### src/sv/sdcr_pkg.sv
// Shared types, constants and table functions for the stick shaping unit.
package sdcr_pkg;

  localparam logic [15:0] DZ_MAX       = 16'd62259;
  localparam logic [15:0] EXP_DEFAULT  = 16'd6554;
  localparam logic [15:0] EXP_MAX      = 16'd16384;
  localparam logic [14:0] RADIUS_RST   = 15'd156;
  localparam logic [15:0] EXP_RST      = 16'd6554;
  localparam logic [15:0] RAMP_RST     = 16'd512;
  localparam logic [63:0] Q30          = 64'd1 << 30;

  typedef enum logic [2:0] {
    REG_DEAD_ZONE   = 3'd0,
    REG_RADIUS      = 3'd1,
    REG_EXPONENT    = 3'd2,
    REG_STEER_RATE  = 3'd3,
    REG_THR_PRESS   = 3'd4,
    REG_THR_RELEASE = 3'd5,
    REG_BRK_PRESS   = 3'd6,
    REG_BRK_RELEASE = 3'd7
  } reg_idx_t;

  typedef enum logic [3:0] {
    MS_DZR   = 4'd0,
    MS_DEN   = 4'd1,
    MS_LGIDX = 4'd2,
    MS_LGINT = 4'd3,
    MS_NEG   = 4'd4,
    MS_EXIDX = 4'd5,
    MS_EXINT = 4'd6,
    MS_STEER = 4'd7,
    MS_THR   = 4'd8,
    MS_BRK   = 4'd9
  } mul_sel_t;

  typedef enum logic [1:0] {
    TG_ZERO  = 2'd0,
    TG_FULL  = 2'd1,
    TG_CURVE = 2'd2
  } tgt_sel_t;

  typedef struct packed {
    logic     load;
    logic     mul_en;
    mul_sel_t mul_sel;
    logic     div_init;
    logic     div_step;
    logic     norm_step;
    logic     rd_lo;
    logic     rd_hi;
    logic     rd_ex;
    logic     lg_sum;
    logic     tgt_en;
    tgt_sel_t tgt_sel;
    logic     commit;
  } dp_cmd_t;

  typedef struct packed {
    logic zero_tgt;
    logic full_tgt;
    logic div_last;
    logic t_zero;
    logic t_norm;
  } dp_stat_t;

  function automatic logic [63:0] isqrt64(input logic [63:0] v_in);
    logic [63:0] v;
    logic [63:0] r;
    logic [63:0] bit_m;
    v = v_in;
    r = 64'd0;
    bit_m = 64'd1 << 62;
    for (int i = 0; i < 32; i++) begin
      if (v >= r + bit_m) begin
        v = v - (r + bit_m);
        r = (r >> 1) + bit_m;
      end else begin
        r = r >> 1;
      end
      bit_m = bit_m >> 2;
    end
    return r;
  endfunction

  function automatic logic [63:0] lg_frac(input logic [63:0] f);
    logic [63:0] x;
    logic [63:0] y;
    x = Q30 + f;
    y = 64'd0;
    for (int k = 1; k <= 30; k++) begin
      x = (x * x) >> 30;
      if (x >= 2 * Q30) begin
        x = x >> 1;
        y = y | (64'd1 << (30 - k));
      end
    end
    return y;
  endfunction

  function automatic logic [63:0] ex_frac(input logic [63:0] f);
    logic [63:0] roots [0:30];
    logic [63:0] r;
    roots[0] = 2 * Q30;
    for (int k = 1; k <= 30; k++) begin
      roots[k] = isqrt64(roots[k-1] << 30);
    end
    r = Q30;
    for (int k = 1; k <= 30; k++) begin
      if (f[30-k]) begin
        r = (r * roots[k]) >> 30;
      end
    end
    return r;
  endfunction

endpackage

### src/sv/sdcr_ctrl.sv
// Sequencer for the stick shaping unit: steps the datapath through one frame.
module sdcr_ctrl
  import sdcr_pkg::*;
(
  input  logic     clk,
  input  logic     rst_n,
  input  logic     in_valid,
  output logic     in_stall,
  output logic     out_valid,
  input  logic     out_stall,
  input  dp_stat_t stat,
  output dp_cmd_t  cmd
);

  typedef enum logic [20:0] {
    ST_IDLE   = 21'h000001,
    ST_DZR    = 21'h000002,
    ST_DEN    = 21'h000004,
    ST_CHK    = 21'h000008,
    ST_DIV    = 21'h000010,
    ST_NORM   = 21'h000020,
    ST_LGIDX  = 21'h000040,
    ST_LGLO   = 21'h000080,
    ST_LGHI   = 21'h000100,
    ST_LGINT  = 21'h000200,
    ST_LGSUM  = 21'h000400,
    ST_NEGMUL = 21'h000800,
    ST_EXIDX  = 21'h001000,
    ST_EXLO   = 21'h002000,
    ST_EXHI   = 21'h004000,
    ST_EXINT  = 21'h008000,
    ST_EXSUM  = 21'h010000,
    ST_STEPS  = 21'h020000,
    ST_STEPT  = 21'h040000,
    ST_STEPB  = 21'h080000,
    ST_UPD    = 21'h100000
  } state_t;

  state_t state_r, state_nxt;
  logic   out_valid_r, out_valid_nxt;
  logic   out_free;

  assign out_free  = !out_valid_r || !out_stall;
  assign in_stall  = (state_r != ST_IDLE);
  assign out_valid = out_valid_r;

  always_comb begin
    state_nxt = state_r;
    cmd = '0;
    cmd.mul_sel = MS_DZR;
    cmd.tgt_sel = TG_ZERO;
    unique case (state_r)
      ST_IDLE: begin
        if (in_valid) begin
          cmd.load = 1'b1;
          state_nxt = ST_DZR;
        end
      end
      ST_DZR: begin
        cmd.mul_en = 1'b1;
        cmd.mul_sel = MS_DZR;
        state_nxt = ST_DEN;
      end
      ST_DEN: begin
        cmd.mul_en = 1'b1;
        cmd.mul_sel = MS_DEN;
        state_nxt = ST_CHK;
      end
      ST_CHK: begin
        cmd.div_init = 1'b1;
        if (stat.zero_tgt) begin
          cmd.tgt_en = 1'b1;
          cmd.tgt_sel = TG_ZERO;
          state_nxt = ST_STEPS;
        end else if (stat.full_tgt) begin
          cmd.tgt_en = 1'b1;
          cmd.tgt_sel = TG_FULL;
          state_nxt = ST_STEPS;
        end else begin
          state_nxt = ST_DIV;
        end
      end
      ST_DIV: begin
        cmd.div_step = 1'b1;
        if (stat.div_last) state_nxt = ST_NORM;
      end
      ST_NORM: begin
        if (stat.t_zero) begin
          cmd.tgt_en = 1'b1;
          cmd.tgt_sel = TG_ZERO;
          state_nxt = ST_STEPS;
        end else if (stat.t_norm) begin
          state_nxt = ST_LGIDX;
        end else begin
          cmd.norm_step = 1'b1;
        end
      end
      ST_LGIDX: begin
        cmd.mul_en = 1'b1;
        cmd.mul_sel = MS_LGIDX;
        state_nxt = ST_LGLO;
      end
      ST_LGLO: begin
        cmd.rd_lo = 1'b1;
        state_nxt = ST_LGHI;
      end
      ST_LGHI: begin
        cmd.rd_hi = 1'b1;
        state_nxt = ST_LGINT;
      end
      ST_LGINT: begin
        cmd.mul_en = 1'b1;
        cmd.mul_sel = MS_LGINT;
        state_nxt = ST_LGSUM;
      end
      ST_LGSUM: begin
        cmd.lg_sum = 1'b1;
        state_nxt = ST_NEGMUL;
      end
      ST_NEGMUL: begin
        cmd.mul_en = 1'b1;
        cmd.mul_sel = MS_NEG;
        state_nxt = ST_EXIDX;
      end
      ST_EXIDX: begin
        cmd.mul_en = 1'b1;
        cmd.mul_sel = MS_EXIDX;
        state_nxt = ST_EXLO;
      end
      ST_EXLO: begin
        cmd.rd_lo = 1'b1;
        cmd.rd_ex = 1'b1;
        state_nxt = ST_EXHI;
      end
      ST_EXHI: begin
        cmd.rd_hi = 1'b1;
        cmd.rd_ex = 1'b1;
        state_nxt = ST_EXINT;
      end
      ST_EXINT: begin
        cmd.mul_en = 1'b1;
        cmd.mul_sel = MS_EXINT;
        state_nxt = ST_EXSUM;
      end
      ST_EXSUM: begin
        cmd.tgt_en = 1'b1;
        cmd.tgt_sel = TG_CURVE;
        state_nxt = ST_STEPS;
      end
      ST_STEPS: begin
        cmd.mul_en = 1'b1;
        cmd.mul_sel = MS_STEER;
        state_nxt = ST_STEPT;
      end
      ST_STEPT: begin
        cmd.mul_en = 1'b1;
        cmd.mul_sel = MS_THR;
        state_nxt = ST_STEPB;
      end
      ST_STEPB: begin
        cmd.mul_en = 1'b1;
        cmd.mul_sel = MS_BRK;
        state_nxt = ST_UPD;
      end
      ST_UPD: begin
        if (out_free) begin
          cmd.commit = 1'b1;
          state_nxt = ST_IDLE;
        end
      end
      default: state_nxt = ST_IDLE;
    endcase
  end

  always_comb begin
    out_valid_nxt = cmd.commit || (out_valid_r && out_stall);
  end

  always_ff @(posedge clk) begin
    if (!rst_n) begin
      state_r <= ST_IDLE;
      out_valid_r <= 1'b0;
    end else begin
      state_r <= state_nxt;
      out_valid_r <= out_valid_nxt;
    end
  end

endmodule

### config.mk
export PLATFORM = sky130hd
export DESIGN_NAME = sdcr_ctrl
export DESIGN_NICKNAME = d
export VERILOG_FILES = /design/src/sv/sdcr_pkg.sv /design/src/sv/sdcr_ctrl.sv
export SDC_FILE = /design/constraint.sdc
export NUM_CORES = 1
export LEC_CHECK = 0
export BUFFER_PORTS_ARGS = -buffer_cell sky130_fd_sc_hd__buf_4
export CAP_MARGIN = 20
export CORE_MARGIN = 1
export CORE_UTILIZATION = 55
export CTS_BUF_LIST = sky130_fd_sc_hd__clkbuf_2 sky130_fd_sc_hd__clkbuf_4 sky130_fd_sc_hd__clkbuf_8
export CTS_CLUSTER_DIAMETER = 80
export CTS_CLUSTER_SIZE = 10
export DETAILED_ROUTE_END_ITERATION = 12
export PLACE_DENSITY = 0.9
export SETUP_SLACK_MARGIN = 0.15
export SLEW_MARGIN = 20
export SYNTH_ARGS = -nofsm -noshare
export SYNTH_HDL_FRONTEND = slang
export SYNTH_SLANG_ARGS = --single-unit
### constraint.sdc
create_clock -name clk -period 2.72 [get_ports clk]
set_input_delay 0.408 -clock clk [delete_from_list [all_inputs] [get_ports clk]]
set_output_delay 0.408 -clock clk [all_outputs]
set_load 0.005 [all_outputs]
After elaboration in Yosys (flattened, before gate mapping)
Cells that the tools add are included.
- input port bits: 9
- output and inout port bits: 19
- register bits: 22
- reductions and logical operators: 9
- mux-type cells: 26
- equal/unequal tests: 26
- operator list (operator ; number):
    $pmux W21 S21 ; 1
    $mux W21 ; 6
    $pmux W5 S10 ; 1
    $eq A21 B1 Y1 const B ; 1
    $eq A21 B10 Y1 const B ; 1
    $eq A21 B11 Y1 const B ; 1
    $eq A21 B12 Y1 const B ; 1
    $eq A21 B13 Y1 const B ; 1
    $eq A21 B14 Y1 const B ; 1
    $eq A21 B15 Y1 const B ; 1
    $eq A21 B16 Y1 const B ; 1
    $eq A21 B17 Y1 const B ; 1
    $eq A21 B18 Y1 const B ; 1
    $eq A21 B19 Y1 const B ; 1
    $eq A21 B2 Y1 const B ; 1
    $eq A21 B20 Y1 const B ; 1
    $eq A21 B21 Y1 const B ; 1
    $eq A21 B3 Y1 const B ; 1
    $eq A21 B4 Y1 const B ; 1
    $eq A21 B5 Y1 const B ; 1
    $eq A21 B6 Y1 const B ; 1
    $eq A21 B7 Y1 const B ; 1
    $eq A21 B8 Y1 const B ; 1
    $eq A21 B9 Y1 const B ; 1
    other kinds (12) ; 32

Depth between registers and ports, before layout
Gate-level depths: netlist of the first run.
- depth after elaboration: 5
- depth in mapped cells: 7

Least setup slack after synthesis of the first run
No wires, ideal clock.
- path type: register to output
- from: register state_r[8]
- to: output port cmd[15] (netlist bit)
- path buffers: 0
- path slack: 0.603 ns
- arrival: 1.709 ns
- stages on the path, launching flop included: 6
- cells stage by stage: dfxtp_1 -> nor4_4 -> nand3_2 -> or4_4 -> o21a_1 -> nand4_2
- RTL lines (item ; line ; text):
    from (decl) ; sdcr_ctrl.sv:39 ; state_t state_r, state_nxt;
    from (signal assigned) ; sdcr_ctrl.sv:184 ; state_r <= state_nxt;
    to (decl) ; sdcr_ctrl.sv:12 ; output dp_cmd_t cmd

==> results of run 1 <==
## layout make-up
type	count	area (um2)	share of cell area, %
Clock buffer	3	22.52	1.229
Clock inverter	1	30.03	1.638
Inverter	6	22.52	1.229
Multi-Input combinational cell	125	923.4	50.38
Sequential cell	22	450.4	24.57
Tap cell	28	35.03	1.911
Timing Repair Buffer	46	349.1	19.04
## placed cells by master (no fill, tap or decap), types with 2 or more instances in the layout
master	Yosys	final
sky130_fd_sc_hd__a21oi_1	3	3
sky130_fd_sc_hd__nand2_2	1	3
sky130_fd_sc_hd__and2_1	3	3
sky130_fd_sc_hd__buf_4	0	45
sky130_fd_sc_hd__clkbuf_4	0	3
sky130_fd_sc_hd__inv_1	6	6
sky130_fd_sc_hd__nor4_1	13	10
sky130_fd_sc_hd__dfxtp_2	0	5
sky130_fd_sc_hd__o32a_1	2	2
sky130_fd_sc_hd__nor3_1	19	11
sky130_fd_sc_hd__or2_2	4	4
sky130_fd_sc_hd__nor3_2	2	6
sky130_fd_sc_hd__o21ai_2	1	2
sky130_fd_sc_hd__dfxtp_1	22	16
sky130_fd_sc_hd__nand2_1	9	7
sky130_fd_sc_hd__nor2_1	17	16
sky130_fd_sc_hd__nor4_4	2	3
sky130_fd_sc_hd__nand4_1	3	3
sky130_fd_sc_hd__or3_1	5	4
sky130_fd_sc_hd__nor4_2	0	2
sky130_fd_sc_hd__nand2b_1	4	4
sky130_fd_sc_hd__nand3_1	8	7
sky130_fd_sc_hd__or4b_2	8	8
sky130_fd_sc_hd__nor2b_1	2	2
sky130_fd_sc_hd__nor3_4	0	4
## final timing paths
| kind | endpoint | slack, ns | cells past startpoint |
|---|---|---|---|
| max | cmd[14] | 0.03 | 6 |
| min | state_r[6] | 0.28 | 2 |
| min reg2reg | state_r[10] | 0.61 | 2 |
| max reg2reg | state_r[6] | 0.46 | 6 |
## layer usage
| layer | vias to the layer above | part of all wire [%] | track usage (%) |
|---|---|---|---|
| met3 | 57 | 13 | 5.152 |
| li1 | 694 | - | - |
| met5 | - | 0 | 0 |
| met1 | 752 | 34 | 41.29 |
| met4 | 0 | 8.1 | 20.00 |
| met2 | 202 | 45 | 59.78 |
## cells by family after synthesis
kind of cell | Yosys count | synth area share [%]
xor gates and xnor gates | 1 | 0.6851
AOI/OAI and AO/OA | 15 | 9.100
and+or+nand+nor | 109 | 52.94
DFF | 22 | 34.44
buffers and inverters | 9 | 2.837
## power groups by stage
| stage | Sequential (uW) | Combinational [uW] | Clock [uW] |
|---|---|---|---|
| final | 344 | 192 | 262 |
| after global routing | 345 | 197 | 273 |
| after CTS | 341 | 139 | 253 |
| after detailed placement | 345 | 130 | 0 |
| after global placement | 344 | 124 | 0 |
| after floorplan | 342 | 86.4 | 0 |
## metrics by stage
step                setup TNS [ns]  power [uW]  instance area [um2]  setup slack (ns)
finish                           0       798.3                 1833           0.02965
global route              -0.06463       814.5                 1833          -0.06463
CTS                              0       732.2                 1664            0.1513
detailed placement               0       475.4                 1510            0.2847
global placement                 0       468.6                 1510            0.3743
floorplan                        0       428.9                 1279            0.6028
## worst reg2reg max path, delay by kind of cell (launching register included)
family	cells	cell delay, ns
DFF	1	0.38
and+or+nand+nor	5	1.51
AOI/OAI and AO/OA	1	0.29
## what timing repair did
action                                  CTS  global route
buffers inserted                          6            12
pin swaps                                 5            10
endpoints found under the setup margin   10            10
gates resized for setup                  10            21
## sequential cells by signal (all words and copies together), names as in the netlist
register   count
state_r       21
out_valid      1
==> flow_results.org, run 1 <==
** Pwr
- In this run, the clock network consumes 32.8% of the power.
- Switching component of the power :: 236.1 uW
- The share of total power dissipated in sequential elements is 43.1%.
- Power spread over the standard cell area amounts to 435.5 nW/um2.
- Power Internal :: 562.2 uW
- Switching power as a share of total power :: 29.58%
- The share of total power dissipated in combinational logic is 24.1%.
- Max IR drop VDD :: 0.3677 mV
- The analysis attributes to cell leakage a power of 0.0007637 uW.

** Clock network
- The clock reaches the later pin of the worst-skew pair after 0.32 ns.
- Clock Path Buffers :: 2
- Clock H-tree levels :: 1
- TritonCTS built the clock tree.
- Number of buffers inserted for hold repair after clock tree synthesis :: 0
- Clock tree synthesis found a total of 22 sinks.
- In this run the clock root is driven by a sky130_fd_sc_hd__clkbuf_4.
- Cts bufs inserted :: 3
- After clock tree synthesis, the clock-pin slew on the worst setup and hold paths is 0.14 ns.

** Synth
- Syn Area/Cell :: 8.197 um2
- By area the synthesized netlist is led by sky130_fd_sc_hd__dfxtp_1 (34%), sky130_fd_sc_hd__nor3_1 (7.4%), sky130_fd_sc_hd__nor4_1 (6.4%).
- When the netlist entered floorplanning its net count stood at 165.
- Dominant cell type by area after synthesis :: sky130_fd_sc_hd__dfxtp_1
- Library cell with the highest instance count after synthesis :: sky130_fd_sc_hd__dfxtp_1
- Cell types with the highest counts after synthesis :: sky130_fd_sc_hd__dfxtp_1 (22), sky130_fd_sc_hd__nor3_1 (19), sky130_fd_sc_hd__nor2_1 (17)
- Primary flip-flop cell chosen by synthesis mapping :: sky130_fd_sc_hd__dfxtp_1
- Number of standard cells after synthesis :: 156
- Post-synth ARST share :: 0%
- Synthesized flop and latch total :: 22
- Post-Syn Area :: 1279 um2
- Count of cell types in the netlist :: 41
- Synth warnings :: 0
- Share of the synthesized area in the top cell type :: 34.44%
- Sequential elements use 34.44% of the synthesized area.
- Number of enable-type register cells in the synthesized netlist :: 0

** Timing
- Hold is met by 0.2760 ns.
- Max_slew headroom :: 65.87%
- Static timing analysis puts the maximum clock frequency at 371.7 MHz.
- For the pin with the worst max-slew slack, the measured transition is 0.5114 ns.
- The number of failing hold endpoints at the final stage was 0.
- Fin crit period :: 2.690 ns
- Clock skew on the completed layout was measured at 0.005181 ns.
- Slew Limit Fails :: 0
- Of the available clock period, the critical path in the final layout requires 98.91%.
- Setup repair after global routing missed its margin :: yes
- Setup violations remaining at the end of the flow were counted as 0.

** Worst hold path
- Worst hold start :: stat[1]
- Class of the most critical hold timing path :: input pin to flip-flop

** Critical path
- For the worst setup path, the data arrival time is 2.28 ns.
- Worst r2r src :: state_r[4]
- The critical path starts at state_r[4].
- Startpoint type of the worst setup path :: flip-flop
- Delay of the slowest critical-path stage :: 0.52 ns
- Maximum net fanout on the critical path :: 5
- For the worst setup path, the data required time is 2.31 ns.
- Gate family responsible for the most delay along the worst path :: simple AND/OR/NAND/NOR gates
- The critical path contains buffers and inverters numbering 2 combined.
- Endpoint kind of the worst setup timing path :: primary output
- The cell that appears most often on the critical path is sky130_fd_sc_hd__buf_4.
- The slowest stage of the critical path is the sky130_fd_sc_hd__or4_4 cell.
- The worst setup path is of the flip-flop to primary output kind.
- Worst path cell trace :: nor4_4 -> nand3_2 -> or4_4 -> buf_4 -> a21oi_1 -> buf_4

** Layout
- Fill cells :: 106
- Post-layout instance count excluding filler cells :: 231
- From synthesis to final layout, the design area changed by 43.35%.
- Layout net count :: 213
- Cells fill 83.67% of the core in the end.
- The post-route netlist has 47.29% of its cells at a drive strength greater than 1.
- Number of antenna repair diodes :: 0

** Global route
- Entering global routing, the biggest net connects 15 pins.
- Global-route wire length before repair :: 6.630 mm
- Global route overflow :: 0
- The number of global-route vias before repair is 1399.
- Across every metal layer, demand over resource in global routing totals 35.00%.
- The initial antenna violation count was 0.

** Route
- Vias after detailed routing :: 1705
- Average via count per standard cell :: 7.381
- In the routed design, unresolved DRC markers number 0.
- In the final routed layout, each cell accounts on average for 22.42 um.
- Final routed wirelength across all metal layers :: 5.178 mm
- Iteration-0 DRC Markers :: 181
- The count of nets left with antenna violations once routing finished came out at 0.
- The first detailed-routing pass took 5 iterations.

** Placement
- Routability cong. :: 0.9813
- Number of buffers added on ports :: 27
- In this run, placement finished with an instance count of 209.
- Once detailed placement completed, the half-perimeter wirelength came to 2.754 mm.

** Floorplan
- Die span in y :: 50.22 um
- The die covers 2522 um2.
- Area of the placeable core :: 2191 um2
- Horizontal die dimension :: 50.22 um
- Once the floorplan was initialized, standard cells occupied 58.37% of the core.
- Boundary Pins :: 28
- Cell Rows :: 17

** Run
- MaxCap Viol Count :: 0

** Run status
- The flow ran to the end, and the final reports show no timing, DRC or antenna violations.
No activity file was read; power rests on OpenSTA's default activity.
==> inputs of run 2 (changes only) <==
==> constraint.sdc (replaced) <==
create_clock -name clk -period 2.72 [get_ports clk]
set_input_delay 0.408 -clock clk [delete_from_list [all_inputs] [get_ports clk]]
set_output_delay 0.408 -clock clk [all_outputs]
set_load 0.05 [all_outputs]
==> run 2 against run 1 <==
Net effect:
- utilization up 3.7 points
- setup slack improved by 0.016 ns
- sequential share of layout area decreased by 0.72 points
- sequential power about the same
- highest routed layer unchanged
- global-route usage decreased by 2.3 points
==> flow_results.org, run 2 (synthesis gave the netlist of run 1 again) <==
** Placement
- The placement-stage worst setup slack is 0.3037 ns (+0.01907 ns).
- The instance area after placement is 1605 um2 (+6.3%).
- Routability cong. :: 0.9409 (-4.1%)
- The number of port buffers was 27 (unchanged).
- Half-perimeter wire length after detailed placement :: 2.672 mm (-3.0%)

** Layout
- Register with the highest flop count :: state_r
- The number of flip-flops in the largest register was 21 (unchanged).
- Most frequent standard cell in the layout excluding fill and tap cells :: sky130_fd_sc_hd__buf_4
- Compared with the post-synthesis result, the final layout area differs by 49.71%.
- The antenna diode count is 0 (unchanged).
- In the layout the commonest cells are sky130_fd_sc_hd__buf_4 (42), sky130_fd_sc_hd__nor2_1 (14), sky130_fd_sc_hd__dfxtp_1 (13).
- Layout cells sized above 1 :: 52.68% (+5.4 points)
- The final cell area excluding filler cells is 1914 um2 (+4.4%).
- Layout net count :: 216 (+1.4%)

** Timing
- The final period utilization was 98.33% (-0.58 points).
- Max_slew headroom :: 70.09% (+4.2 points)
- The worst clock skew is 0.009876 ns (+0.004694 ns).
- Worst Slack Setup Final :: 0.04536 ns (+0.01571 ns)
- Fin crit period :: 2.675 ns (-0.01571 ns)
- Slew Limit Fails :: 0 (unchanged)
- Count of final setup violators :: 0 (unchanged)
- Setup repair after global routing could not meet its margin everywhere.
- The measured slew at the worst slew-check pin came to 0.4482 ns (-0.06323 ns).
- Highest clock rate :: 373.9 MHz (+0.59%)
- Final hold viol count :: 0 (unchanged)

** Global route
- The initial antenna violation count came to 0 (unchanged).
- The pin count of the biggest net entering global routing came to 15 (unchanged).
- Global router's overall resource usage :: 32.65% (-2.3 points)
- The number of global-route vias before repair came to 1318 (-5.8%).
- Global-route wire length before repair :: 6.182 mm (-6.8%)
- Global route overflow :: 0 (unchanged)

** Route
- Vias after detailed routing :: 1646 (-3.5%)
- The post-detailed-route wirelength per cell came to 21.03 um (-6.2%).
- Drt first pass iters :: 6 (+1)
- Final antenna-violating net count :: 0 (unchanged)
- The DRC violation total after the first TritonRoute iteration came to 157 (-13%).
- The via-per-instance ratio was 7.064 (-4.3%).
- The routed wire length was 4.901 mm (-5.3%).
- The detailed-route DRC error count is 0 (unchanged).

** Critical path
- By startpoint and endpoint, the worst setup path is classified as flip-flop to primary output.
- R2r setup slk :: 0.55 ns (+0.09 ns)
- Maximum net fanout on the critical path :: 5 (unchanged)
- In this run the critical register-to-register path is launched from state_r[5].
- The critical path ends at cmd[15].
- The signal arrival time at the worst endpoint is 2.27 ns (about the same).
- The required time reported for the critical path endpoint came to 2.31 ns (about the same).
- Tracing the worst setup path back leads to its startpoint at state_r[5].
- STA classifies the critical path endpoint as a primary output.
- Capturing point of the worst reg2reg path :: state_r[0]
- Startpoint type of the worst setup path :: flip-flop
- The worst reg2reg path depth is 10 (+4).

** Clock network
- Number of buffers inserted for hold repair after clock tree synthesis :: 0 (unchanged)
- The number of clock sinks was 22 (unchanged).
- Clock H-tree levels :: 1 (unchanged)
- The clock slew at the register clock pins of the worst setup and hold paths was 0.12 ns (-0.02 ns).
- Clock latency at the later pin of the worst-skew pair :: 0.32 ns (about the same)
- Clock tree synthesis selected as its root buffer the cell sky130_fd_sc_hd__clkbuf_4.
- Clock tree from TritonCTS :: built
- The total clock buffers created by CTS was 3 (unchanged).
- Clock Path Buffers :: 2 (unchanged)

** Pwr
- Power density relative to cell area :: 388.2 nW/um2 (-11%)
- The static leakage power came to 0.0007763 uW (+1.6%).
- The worst voltage drop across the vdd grid was 0.3238 mV (-12%).

** Worst hold path
- Class of the most critical hold timing path :: input pin to flip-flop

** Floorplan
- Area enclosed by the die boundary :: 2522 um2 (unchanged)
- Area of the placeable core :: 2191 um2 (unchanged)
- The horizontal die dimension is 50.22 um (unchanged).
- The number of top-level pins came to 28 (unchanged).
- The die outline height came to 50.22 um (unchanged).
- Starting density of the core :: 58.37% (unchanged)
- Cell Rows :: 17 (unchanged)

** Run
- MaxCap Viol Count :: 0 (unchanged)

** Run status
- Status :: complete, no violations
## run 2: cell count changes in the layout (fill, tap and decap cells not counted), moves of 2 or more
cell,delta
sky130_fd_sc_hd__buf_6,+6
sky130_fd_sc_hd__or3_4,+2
sky130_fd_sc_hd__nor2_1,-2
sky130_fd_sc_hd__dfxtp_1,-3
sky130_fd_sc_hd__or3_1,-2
sky130_fd_sc_hd__buf_4,-3
sky130_fd_sc_hd__dfxtp_2,+2
sky130_fd_sc_hd__nand2_2,-3
sky130_fd_sc_hd__nor2_2,+2
sky130_fd_sc_hd__nor3_4,+2
sky130_fd_sc_hd__nor3_1,-2
sky130_fd_sc_hd__nand2_1,+2
## run 2: cell type report
| class | count | area (um2) |
|---|---|---|
| Tap cell | 28 | 35.03 |
| Multi-Input combinational cell | 125 | 983.4 |
| Clock buffer | 3 | 22.52 |
| Fill cell | 101 | 276.5 |
| Timing Repair Buffer | 49 | 394.1 |
| Sequential cell | 22 | 456.7 |
| Inverter | 6 | 22.52 |
## run 2: critical path, stage by stage, from the launching register on
cell and delay (ns):
sky130_fd_sc_hd__dfxtp_2 0.37, sky130_fd_sc_hd__nor4_4 0.26, sky130_fd_sc_hd__buf_4 0.20, sky130_fd_sc_hd__buf_4 0.13
sky130_fd_sc_hd__nand2_1 0.13, sky130_fd_sc_hd__nor3_1 0.43, sky130_fd_sc_hd__nor4_2 0.13, sky130_fd_sc_hd__nand4_2 0.13
sky130_fd_sc_hd__buf_6 0.16
## run 2: what timing repair did
| action | 4_1_cts | 5_1_grt |
|---|---|---|
| gates resized for setup | 16 | 26 |
| setup endpoints to repair | 11 | 11 |
| buffers inserted | 8 | 7 |
| gates cloned | 0 | 0 |
| pin swaps | 8 | 9 |
## run 2: worst min-delay path by stage
stage,startpoint,end,slack (ns),depth (start not counted)
2_1_floorplan,state_r[15],state_r[16],0.47,2
5_1_grt,stat[1],state_r[6],0.31,2
3_5_place_dp,state_r[15],state_r[16],0.50,2
4_1_cts,stat[1],state_r[6],0.29,2
3_3_place_gp,state_r[15],state_r[16],0.50,2
6_report,stat[1],state_r[6],0.31,2
## run 2: per-stage QoR
| stage | TNS, ns | power [uW] | hold slack, ns | utilization [%] | instances |
|---|---|---|---|---|---|
| final | 0 | 743.2 | 0.3139 | 87.38 | 233 |
| after global routing | -0.005544 | 756.9 | 0.3073 | 87.38 | 233 |
| after CTS | 0 | 695.0 | 0.2892 | 80.07 | 226 |
| after detailed placement | 0 | 531.8 | 0.5034 | 73.27 | 215 |
| after global placement | 0 | 529.5 | 0.4979 | 73.27 | 215 |
| after floorplan | 0 | 467.5 | 0.4654 | - | 156 |
## run 2: metal layers
metal  vias up  track usage (%)  share of wire [%]
met5         -                0                  0
li1        697                -                  -
met1       737            40.90                 36
met2       163            52.89                 45
met4         0            18.10                6.8
met3        49            5.152                 12
## run 2: where the power goes
part | total, uW | internal (uW) | switching [uW] | leakage [uW]
Sequential | 343 | 328 | 14.8 | 0.000182
Clock | 156 | 51.9 | 104 | 0.0000138
Combinational | 244 | 101 | 143 | 0.000580
Total | 743 | 481 | 262 | 0.000776
==> inputs of run 3 (changes only) <==
--- a/config.mk
+++ b/config.mk
@@ -14,6 +14,7 @@
 export CTS_CLUSTER_SIZE = 10
 export DETAILED_ROUTE_END_ITERATION = 12
 export PLACE_DENSITY = 0.9
+export RECOVER_POWER = 50
 export SETUP_SLACK_MARGIN = 0.15
 export SLEW_MARGIN = 20
 export SYNTH_ARGS = -nofsm -noshare
==> run 3 against run 2 <==
Net effect:
- sequential share of layout area down 0.059 points
- sequential power is essentially flat
- critical path depth did not move
- setup slack got worse by 0.0050 ns
- global-route usage is the same
- largest power group unchanged
- clock power barely moved
- register-to-register slack about the same
- die area unchanged
- flip-flop and latch count stayed put
- design area is 0.85% lower
- largest cell class unchanged
- critical endpoint unchanged
- non-clock buffer count unchanged
- first-iteration DRC count increased by 15%
==> flow_results.org, run 3 (synthesis gave the netlist of run 1 again) <==
** Layout
- The layout net count is 216 (unchanged).
- The proportion of layout cells with a drive suffix above 1 is 50.24% (-2.4 points).
- The final design utilization is 86.64% (-0.74 points).
- The number of cells in the finished layout apart from fillers came to 233 (unchanged).
- The sequential cell area is 451.7 um2 (-1.1%).
- Most used cells in the layout excluding fill and tap cells :: sky130_fd_sc_hd__buf_4 (37), sky130_fd_sc_hd__dfxtp_1 (15), sky130_fd_sc_hd__nor2_1 (14)
- Number of antenna repair diodes :: 0 (unchanged)
- Leaving out fill and tap cells, the most frequent cell in the layout is sky130_fd_sc_hd__buf_4.
- Final instance area :: 1898 um2 (-0.85%)
- Area grow syn2layout :: 48.43%
- The area of the multi-input gates is 983.4 um2 (unchanged).
- Register with the highest flop count :: state_r
- Number of flip-flops in the largest register :: 21 (unchanged)
- Fill cells :: 107 (+5.9%)

** Critical path
- The top fanout value on the critical path is 5 (unchanged).
- The worst setup path is captured at a primary output.
- Startpoint type of the worst setup path :: flip-flop
- Tracing the worst setup path back leads to its startpoint at state_r[5].
- By startpoint and endpoint, the worst setup path is classified as flip-flop to primary output.
- Worst r2r src :: state_r[5]
- The signal arrival time at the worst endpoint came to 2.27 ns (about the same).
- The required time reported for the critical path endpoint was 2.31 ns (about the same).

** Route
- Final antenna-violating net count :: 0 (unchanged)
- The vias after detailed routing is 1627 (-1.2%).
- The detailed-router iteration count before antenna repair was 5 (-1).
- Average wire per standard cell :: 20.81 um (-1.1%)
- The DRC violation total after the first TritonRoute iteration is 181 (+15%).
- The detailed-route DRC error count is 0 (unchanged).
- The via-per-instance ratio was 6.983 (-1.2%).
- The routed wire length is 4.849 mm (-1.1%).

** Timing
- Slew at the pin closest to its max-slew limit :: 0.5896 ns (+0.1414 ns)
- The worst clock skew is 0.008655 ns (-0.001221 ns).
- Setup repair after global routing could not meet its margin everywhere.
- Max_slew headroom :: 60.86% (-9.2 points)
- Worst hold slack after final layout :: 0.3027 ns (-0.01122 ns)
- Period utilization :: 98.52% (+0.18 points)
- The max-slew violation count is 0 (unchanged).
- Count of final setup violators :: 0 (unchanged)
- Final hold viol count :: 0 (unchanged)
- Highest clock rate :: 373.2 MHz (-0.19%)
- Fin crit period :: 2.680 ns (+0.005009 ns)

** Placement
- Total instance count after detailed placement :: 215 (unchanged)
- Number of buffers added on ports :: 27 (unchanged)
- Half-perimeter wire length after detailed placement :: 2.672 mm (unchanged)
- Routability cong. :: 0.9409 (unchanged)
- The instance area after placement is 1605 um2 (unchanged).

** Floorplan
- Area of the placeable core :: 2191 um2 (unchanged)
- Boundary Pins :: 28 (unchanged)
- Cell Rows :: 17 (unchanged)
- Horizontal die dimension :: 50.22 um (unchanged)
- The die area is 2522 um2 (unchanged).
- Die span in y :: 50.22 um (unchanged)
- The initial standard-cell utilization of the core was 58.37% (unchanged).

** Run
- MaxCap Viol Count :: 0 (unchanged)

** Clock network
- Clock Path Buffers :: 2 (unchanged)
- The deepest level of the CTS H-tree was 1 (unchanged).
- Worst-path clk slew :: 0.12 ns (about the same)
- CTS root buffer :: sky130_fd_sc_hd__clkbuf_4
- Cts bufs inserted :: 3 (unchanged)
- TritonCTS built the clock tree.
- Clock latency at the later pin of the worst-skew pair :: 0.32 ns (about the same)
- The number of clock sinks was 22 (unchanged).

** Global route
- The global routing usage summed across all routing layers is 32.65% (unchanged).
- Global route overflow :: 0 (unchanged)
- The number of global-route vias before repair is 1318 (unchanged).
- The first-pass GRT wire length was 6.182 mm (unchanged).
- Number of antenna violations at the first check in global routing :: 0 (unchanged)
- Maximum number of pins on one net before global-route repair :: 15 (unchanged)

** Pwr
- Cell leakage power :: 0.0007646 uW (-1.5%)
- Total power after layout :: 740.1 uW (-0.42%)
- Max IR drop VDD :: 0.3241 mV (about the same)
- The total power per unit cell area was 389.9 nW/um2 (+0.44%).

** Worst hold path
- In this run the most critical hold path is launched from stat[1].
- The tightest min-delay check is of the input pin to flip-flop type.

** Run status
- The flow ran to the end, and the final reports show no timing, DRC or antenna violations.
## run 3: cell types whose count changed in the layout (fill, tap and decap cells not counted)
| cell | delta |
|---|---|
| sky130_fd_sc_hd__dfxtp_4 | -1 |
| sky130_fd_sc_hd__dfxtp_1 | +2 |
| sky130_fd_sc_hd__dfxtp_2 | -1 |
| sky130_fd_sc_hd__buf_4 | -5 |
| sky130_fd_sc_hd__clkbuf_4 | +2 |
| sky130_fd_sc_hd__clkbuf_1 | +3 |
## run 3: metrics by stage
stage,worst slack (ns),TNS (ns)
finish,0.04036,0
global route,-0.0003637,-0.0003637
CTS,0.1350,0
detailed placement,0.3037,0
global placement,0.3533,0
floorplan,0.1765,0
## run 3: final timing paths
path / end / slack (ns) / cells after the start
worst max-delay path: cmd[15] / 0.04 / 8
worst min-delay path: state_r[6] / 0.30 / 2
worst max register to register: state_r[0] / 0.55 / 10
worst min register to register: state_r[18] / 0.59 / 2
## run 3: where the power goes
| part | switching [uW] | internal [uW] | leakage [uW] | total (uW) |
|---|---|---|---|---|
| combinational | 142 | 96.5 | 0.000570 | 239 |
| sequential | 14.7 | 329 | 0.000181 | 344 |
| clock | 106 | 51.9 | 0.0000138 | 158 |
## run 3: cell type report
cell class	count	share of cell area, %
inverter	6	1.187
sequential	22	23.80
multi-input combinational	125	51.81
tap	28	1.846
timing repair buffer	49	20.17
clock buffer	3	1.187
## run 3: layer usage
layer,routed length (um),GRT usage (%),vias to the layer above
met5,0,0,-
li1,-,-,691
met4,265,18.10,0
met2,2275,52.89,163
met3,633,5.152,36
met1,1675,40.90,737
## run 3: critical path: stages, from the launching register on
cell and delay [ns]:
sky130_fd_sc_hd__dfxtp_1 0.39, sky130_fd_sc_hd__nor4_4 0.28, sky130_fd_sc_hd__buf_4 0.20, sky130_fd_sc_hd__buf_4 0.13, sky130_fd_sc_hd__nand2_1 0.13, sky130_fd_sc_hd__nor3_1 0.40
sky130_fd_sc_hd__nor4_2 0.13, sky130_fd_sc_hd__nand4_2 0.13, sky130_fd_sc_hd__buf_6 0.16
## run 3: timing repair
| action | in CTS | in global routing |
|---|---|---|
| pin swaps | 8 | 9 |
| buffers inserted | 8 | 7 |
| gates resized for setup | 16 | 26 |
| hold buffers | 0 | 0 |
| setup endpoints to repair | 11 | 11 |
